===== src/hdl/camtm_pkg.sv =====
// ----------------------------------------------------------------------------
// camtm_pkg: shared types and codes of the camera eye/target mover
// Action codes, datapath operation codes and the command and status
// structs that join the controller and the datapath.
// ----------------------------------------------------------------------------
package camtm_pkg;

   localparam int unsigned ActionWidth = 3;
   localparam int unsigned CoordWidth  = 32;

   localparam logic [ActionWidth-1:0] ACT_FORWARD  = 3'd0;
   localparam logic [ActionWidth-1:0] ACT_STRAFE   = 3'd1;
   localparam logic [ActionWidth-1:0] ACT_VERTICAL = 3'd2;
   localparam logic [ActionWidth-1:0] ACT_TURN     = 3'd3;
   localparam logic [ActionWidth-1:0] ACT_ORBIT    = 3'd4;
   localparam logic [ActionWidth-1:0] ACT_ROLL     = 3'd5;

   localparam logic [CoordWidth-1:0] RESET_EYE_YZ = 32'h0064_0000;

   // Datapath operations.
   localparam logic [3:0] DP_NONE      = 4'd0;
   localparam logic [3:0] DP_CAPTURE   = 4'd1;
   localparam logic [3:0] DP_LOAD      = 4'd2;
   localparam logic [3:0] DP_SHR       = 4'd3;
   localparam logic [3:0] DP_SHL       = 4'd4;
   localparam logic [3:0] DP_SQUARE    = 4'd5;
   localparam logic [3:0] DP_ROOT_INIT = 4'd6;
   localparam logic [3:0] DP_ROOT_STEP = 4'd7;
   localparam logic [3:0] DP_MUL       = 4'd8;
   localparam logic [3:0] DP_DIV_INIT  = 4'd9;
   localparam logic [3:0] DP_DIV_STEP  = 4'd10;
   localparam logic [3:0] DP_STORE     = 4'd11;
   localparam logic [3:0] DP_APPLY     = 4'd12;

   typedef struct packed {
      logic [3:0] op;
      logic [1:0] idx;
   } cmd_type;

   typedef struct packed {
      logic is_move;    // action needs a normalized direction
      logic dir_zero;   // every direction component is zero
      logic too_big;    // largest magnitude is at or above 2^30
      logic too_small;  // largest magnitude is below 2^29
   } status_type;

endpackage


===== src/hdl/camtm_ctrl.sv =====
// ----------------------------------------------------------------------------
// camtm_ctrl: sequencer of the camera eye/target mover
// Steps the datapath through capture, normalization, square root,
// the three scaled divides and the final update, and owns the result valid.
// ----------------------------------------------------------------------------
module camtm_ctrl (
   input  logic                  clock,
   input  logic                  reset,
   input  logic                  req_tvalid,
   output logic                  req_tready,
   output logic                  rsp_tvalid,
   input  logic                  rsp_tready,
   input  camtm_pkg::status_type status,
   output camtm_pkg::cmd_type    cmd
);

   localparam logic [3:0] ST_IDLE  = 4'd0;
   localparam logic [3:0] ST_PREP  = 4'd1;
   localparam logic [3:0] ST_NORM  = 4'd2;
   localparam logic [3:0] ST_SQ    = 4'd3;
   localparam logic [3:0] ST_RINIT = 4'd4;
   localparam logic [3:0] ST_ROOT  = 4'd5;
   localparam logic [3:0] ST_MUL   = 4'd6;
   localparam logic [3:0] ST_DINIT = 4'd7;
   localparam logic [3:0] ST_DIV   = 4'd8;
   localparam logic [3:0] ST_STORE = 4'd9;
   localparam logic [3:0] ST_APPLY = 4'd10;

   logic [3:0] state_ff, state_in;
   logic [4:0] cnt_ff, cnt_in;
   logic [1:0] idx_ff, idx_in;
   logic       rsp_valid_ff, rsp_valid_in;
   logic       out_free;

   assign out_free   = !rsp_valid_ff || rsp_tready;
   assign req_tready = (state_ff == ST_IDLE);
   assign rsp_tvalid = rsp_valid_ff;

   always_comb begin
      state_in     = state_ff;
      cnt_in       = cnt_ff;
      idx_in       = idx_ff;
      rsp_valid_in = rsp_valid_ff && !rsp_tready;
      cmd.op       = camtm_pkg::DP_NONE;
      cmd.idx      = idx_ff;
      unique case (state_ff)
         ST_IDLE: begin
            if (req_tvalid) begin
               cmd.op   = camtm_pkg::DP_CAPTURE;
               state_in = ST_PREP;
            end
         end
         ST_PREP: begin
            cmd.op   = camtm_pkg::DP_LOAD;
            state_in = status.is_move ? ST_NORM : ST_APPLY;
         end
         ST_NORM: begin
            if (status.dir_zero) begin
               state_in = ST_APPLY;
            end else if (status.too_big) begin
               cmd.op = camtm_pkg::DP_SHR;
            end else if (status.too_small) begin
               cmd.op = camtm_pkg::DP_SHL;
            end else begin
               idx_in   = 2'd0;
               state_in = ST_SQ;
            end
         end
         ST_SQ: begin
            cmd.op = camtm_pkg::DP_SQUARE;
            idx_in = idx_ff + 2'd1;
            if (idx_ff == 2'd2) begin
               state_in = ST_RINIT;
            end
         end
         ST_RINIT: begin
            cmd.op   = camtm_pkg::DP_ROOT_INIT;
            cnt_in   = 5'd0;
            state_in = ST_ROOT;
         end
         ST_ROOT: begin
            cmd.op = camtm_pkg::DP_ROOT_STEP;
            cnt_in = cnt_ff + 5'd1;
            if (cnt_ff == 5'd31) begin
               idx_in   = 2'd0;
               state_in = ST_MUL;
            end
         end
         ST_MUL: begin
            cmd.op   = camtm_pkg::DP_MUL;
            state_in = ST_DINIT;
         end
         ST_DINIT: begin
            cmd.op   = camtm_pkg::DP_DIV_INIT;
            cnt_in   = 5'd0;
            state_in = ST_DIV;
         end
         ST_DIV: begin
            cmd.op = camtm_pkg::DP_DIV_STEP;
            cnt_in = cnt_ff + 5'd1;
            if (cnt_ff == 5'd31) begin
               state_in = ST_STORE;
            end
         end
         ST_STORE: begin
            cmd.op = camtm_pkg::DP_STORE;
            if (idx_ff == 2'd2) begin
               state_in = ST_APPLY;
            end else begin
               idx_in   = idx_ff + 2'd1;
               state_in = ST_MUL;
            end
         end
         ST_APPLY: begin
            // The result register is reloaded only once the previous result is gone.
            if (out_free) begin
               cmd.op       = camtm_pkg::DP_APPLY;
               rsp_valid_in = 1'b1;
               state_in     = ST_IDLE;
            end
         end
         default: begin
            state_in = ST_IDLE;
         end
      endcase
   end

   always_ff @(posedge clock) begin
      if (reset) begin
         state_ff     <= ST_IDLE;
         cnt_ff       <= 5'd0;
         idx_ff       <= 2'd0;
         rsp_valid_ff <= 1'b0;
      end else begin
         state_ff     <= state_in;
         cnt_ff       <= cnt_in;
         idx_ff       <= idx_in;
         rsp_valid_ff <= rsp_valid_in;
      end
   end

   a_apply_when_free: assert property (@(posedge clock) disable iff (reset)
      cmd.op == camtm_pkg::DP_APPLY |-> (!rsp_valid_ff || rsp_tready))
      else $error("result register overwritten while a result is pending");

   a_valid_from_apply: assert property (@(posedge clock) disable iff (reset)
      $rose(rsp_valid_ff) |-> $past(state_ff) == ST_APPLY)
      else $error("result valid raised outside the update step");

   a_accept_leaves_idle: assert property (@(posedge clock) disable iff (reset)
      (req_tvalid && req_tready) |=> state_ff == ST_PREP)
      else $error("accepted transfer did not start processing");

endmodule


===== config.mk =====
export PLATFORM = sky130hd
export DESIGN_NAME = camtm_ctrl
export DESIGN_NICKNAME = d
export VERILOG_FILES = /design/src/hdl/camtm_pkg.sv /design/src/hdl/camtm_ctrl.sv
export SDC_FILE = /design/constraint.sdc
export NUM_CORES = 1
export LEC_CHECK = 0
export BUFFER_PORTS_ARGS = -buffer_cell sky130_fd_sc_hd__buf_2
export CAP_MARGIN = 10
export CORE_MARGIN = 5
export CORE_UTILIZATION = 40
export DETAILED_ROUTE_END_ITERATION = 8
export SETUP_SLACK_MARGIN = 0.05
export SYNTH_ARGS = -nofsm -noshare
export SYNTH_HDL_FRONTEND = slang
export SYNTH_SLANG_ARGS = --single-unit

===== constraint.sdc =====
create_clock -name clock -period 2.5 [get_ports clock]
set_input_delay 0.25 -clock clock [delete_from_list [all_inputs] [get_ports clock]]
set_output_delay 0.25 -clock clock [all_outputs]
set_load 0.05 [all_outputs]

Word-level counts from Yosys, hierarchy flattened
Cells that the tools add are included.
- flip-flop bits (word level): 12
- bits in latches: 0
- RAM bits: 0
- memory bits (read-only): 0
- output and inout port bits: 8
- word-level logic and storage cells: 66
- memories: 0
- add/subtract/negate cells: 2
- multipliers: 0
- divide/modulo/power cells: 0
- magnitude comparators: 0
- eq/ne operators: 23
- shifts and indexed selects: 0
- mux-type cells: 26
- bitwise operators: 0
- reductions and logical operators: 11
- operators by type and width (cell ; count):
    $pmux 4 s11 ; 2
    $mux 4 ; 11
    $ne 2x2->1 const B ; 9
    $eq 4x3->1 const B ; 4
    $eq 4x4->1 const B ; 3
    $mux 2 ; 5
    $pmux 5 s2 ; 1
    $mux 3 ; 3
    $eq 4x2->1 const B ; 2
    $pmux 2 s4 ; 1
    $reduce_and 7->1 ; 1
    $ne 3x3->1 const B ; 2
    $reduce_and 6->1 ; 1
    $add 5x1->5 const B ; 1
    $eq 5x5->1 const B ; 1
    $eq 4x1->1 const B ; 1
    $logic_not 4->1 ; 1
    $reduce_bool 4->1 ; 1
    $reduce_or 2->1 ; 2
    $mux 1 ; 3
    $add 2x1->2 const B ; 1
    $eq 2x2->1 const B ; 1
    $logic_not 1->1 ; 2
    $reduce_bool 2->1 ; 1
    other kinds (2) ; 2

Longest topological paths before layout
- depth after elaboration: 4
- mapped depth: 7
- depth with buffers taken out: 7

Least setup slack after synthesis
No wires, ideal clock.
- path kind: reg-to-output
- from: register state_ff[1]
- to: output port cmd[2] (netlist name)
- arrival time: 1.977 ns
- required time: 2.250 ns
- setup slack: 0.273 ns
- cell stages (with the launch flop): 7
- buffers on the path: 2
- cell sequence: dfxtp_1 buf_4 or2_1 buf_2 nor2_1 nand2_1 nand2_1
- RTL lines (item ; RTL line ; RTL):
    start, declared ; camtm_ctrl.sv:29 ; logic [3:0] state_ff, state_in;
    start signal, assigned ; camtm_ctrl.sv:135 ; state_ff <= state_in;
    end, declared ; camtm_ctrl.sv:14 ; output camtm_pkg::cmd_type cmd

==> flow_summary.ini <==
[layout]
nets = 145
diodes = 0
final_util = 0.452
drive_above_1_share = 0.241
fillCellCount = 241
area_delta_synth_final_pct = 9.87
fin_cells = 163

[hold_path]
min_path_type = in2reg

[floorplan]
rows = 18
pin_count = 16
start_util = 0.412
core-area_mm2 = 0.00243
die_area_mm2 = 0.00360
die_y_um = 60.0
die-width_um = 60.0

[setup_path]
start_kind = flop
regToRegSetupSlack_ns = 0.58
required_ns = 2.25
end_kind = output port
r2r_start = state_ff[0]
startpoint = state_ff[2]
r2r_cells = 4
path_max_fanout = 18
crit_type = reg2out
endpoint = cmd[2]
worstPathArrival_ns = 1.95
rr_endpoint = idx_ff[0]

[cts]
cts_max_level = 1
clock_sinks = 12
cts_setup_buffers = 0
cts_root_buffer = clkbuf_4
clkTransAtPathRegs_ns = 0.08
cts_tree = built
insertion_delay_ns = 0.27
cts.path.max_buffers = 2
numCtsBuffers = 3

[placed_design]
portBuffers = 15
gp_congestion = 0.824
dp_hpwl_um = 1700
place_inst = 159
dp_slack_ns = 0.536

[drt]
wl_per_cell_um = 14.1
ant_nets = 0
first_pass_iters = 4
vias = 924
via_per_inst = 5.67
drtIter0Drc = 26
route.detailed.drc = 0
totalWireLength_um = 2290

[yosys]
ys_seq_area_frac = 0.240
ys_async_sr_fraction = 0
synthFlopType = dfxtp_1
synthTopCellsByCount = dfxtp_1, nor2_1, a21oi_1, inv_1, nand2b_1
synthCells = 122
syn-cell-area_mm2 = 0.00100
synthTopCellsByArea = dfxtp_1, nand2b_1, a21oi_1, ha_1, nor2_1
yosys_warnings = 0
synth_most_common_cell = dfxtp_1
netlist.top_cell.by_area = dfxtp_1
synthesis.nets = 133
synth_edf_count = 0
synth.ff_latch_count = 12
yosysUniqueCellTypes = 47
yosysTopAreaCellShare = 0.240
synth.avg_cell_area_um2 = 8.20

[run]
maxCapViolCount = 0

[sta]
final.setup.tns_ns = 0
fin_crit_ns = 2.20
finalHoldViolations = 0
grt_setup_unrepaired = false
setup_ws_ns = 0.304
period_share = 0.878
fmax_ghz = 0.455
final-setup-viol-count = 0
tightest_slew_ns = 0.615
slew_violations = 0
slew_headroom = 0.589
finClkSkew_ns = 0.00133

[global_route]
track_usage = 0.146
grt-ovfl-total = 0
grt_pass1_vias = 897
grt_max_degree = 19
antenna_found_initial = 0
grt_pass1_wl_um = 4080

[power]
power_density_mw_per_mm2 = 1170
vdd_drop_max_v = 0.000694
p_leak_nw = 0.412

[status]
status = complete, no violations
-- report_power, final --
| part | internal [mW] | total (mW) | switching [mW] |
|---|---|---|---|
| clock | 0.0886 | 0.158 | 0.0697 |
| sequential | 0.227 | 0.342 | 0.115 |
| combinational | 0.276 | 0.782 | 0.506 |
| total | 0.591 | 1.28 | 0.691 |
-- through the flow --
stage	instance area (um^2)	total power [mW]	hold WS [ns]
final	1100	1.28	0.274
after floorplan	1000	1.00	0.469
after detailed placement	1060	1.13	0.471
after global placement	1060	1.12	0.466
after global routing	1100	1.38	0.287
after CTS	1100	1.29	0.264
-- how the worst min path moves through the flow --
stage,startpoint,to,slack (ns),cells past startpoint
after global routing,reset,cnt_ff[2],0.29,2
after global placement,idx_ff[0],idx_ff[0],0.47,1
final,reset,cnt_ff[2],0.27,2
after detailed placement,idx_ff[1],idx_ff[1],0.47,2
after CTS,reset,cnt_ff[2],0.26,2
after floorplan,cnt_ff[0],cnt_ff[0],0.47,2
-- worst max-delay path: stages (launching register included) --
cell and delay (ns):
dfxtp_1 0.72, or2_1 0.36, xor2_1 0.19, a32oi_1 0.07
nand2_1 0.08, buf_2 0.25
-- layout by cell type (no fill, tap or decap), types with 2 or more instances in the layout --
master / count
nand4bb_1: 3
o22ai_1: 2
mux2i_1: 2
dfxtp_1: 11
nor2_1: 10
ha_1: 3
a31oi_1: 2
a21oi_1: 8
nand2_1: 6
nor2b_1: 2
inv_1: 8
nand4b_1: 2
o21ai_0: 5
clkbuf_4: 3
buf_2: 15
a32oi_1: 4
nand2b_1: 7
a211oi_2: 2
or2_1: 2
nand3b_1: 2
nand3_1: 5
or2b_1: 2
o21ai_1: 2
-- cell families (layout without fill, tap and decap cells) --
group	count (synthesis)	after routing	share of synthesized area
simple gates	48	48	0.294
compound gates	37	37	0.291
buf+inv	17	28	0.0887
flops	12	12	0.240
fa+ha+maj	3	3	0.0375
mux	3	3	0.0313
xor+xnor	2	2	0.0175
-- sequential cells by signal (all words and copies together), names as in the netlist --
register / flops
state_ff: 4
cnt_ff: 5
idx_ff: 2
rsp_tvalid: 1
-- layout make-up --
class,count,area (um^2),share of cell area
multi-input combinational,93,672,0.611
sequential,12,241,0.220
timing repair buffer,16,82.6,0.0751
tap,30,37.5,0.0341
clock buffer,4,36.3,0.0330
inverter,8,30.0,0.0273
-- routing by layer --
layer | up-vias | share of wire | global-route usage
met5 | - | 0 | 0
met4 | 0 | 0.0057 | 0.0475
met3 | 2 | 0.048 | 0.0281
met2 | 21 | 0.44 | 0.227
met1 | 423 | 0.51 | 0.202
li1 | 478 | - | -
-- timing repair --
item | 4_1_cts | 5_1_grt
endpoints found under the setup margin | 0 | 2
hold buffers | 0 | 0
gates resized for setup | 0 | 1
Note: power is estimated with default switching activity, not from simulation.
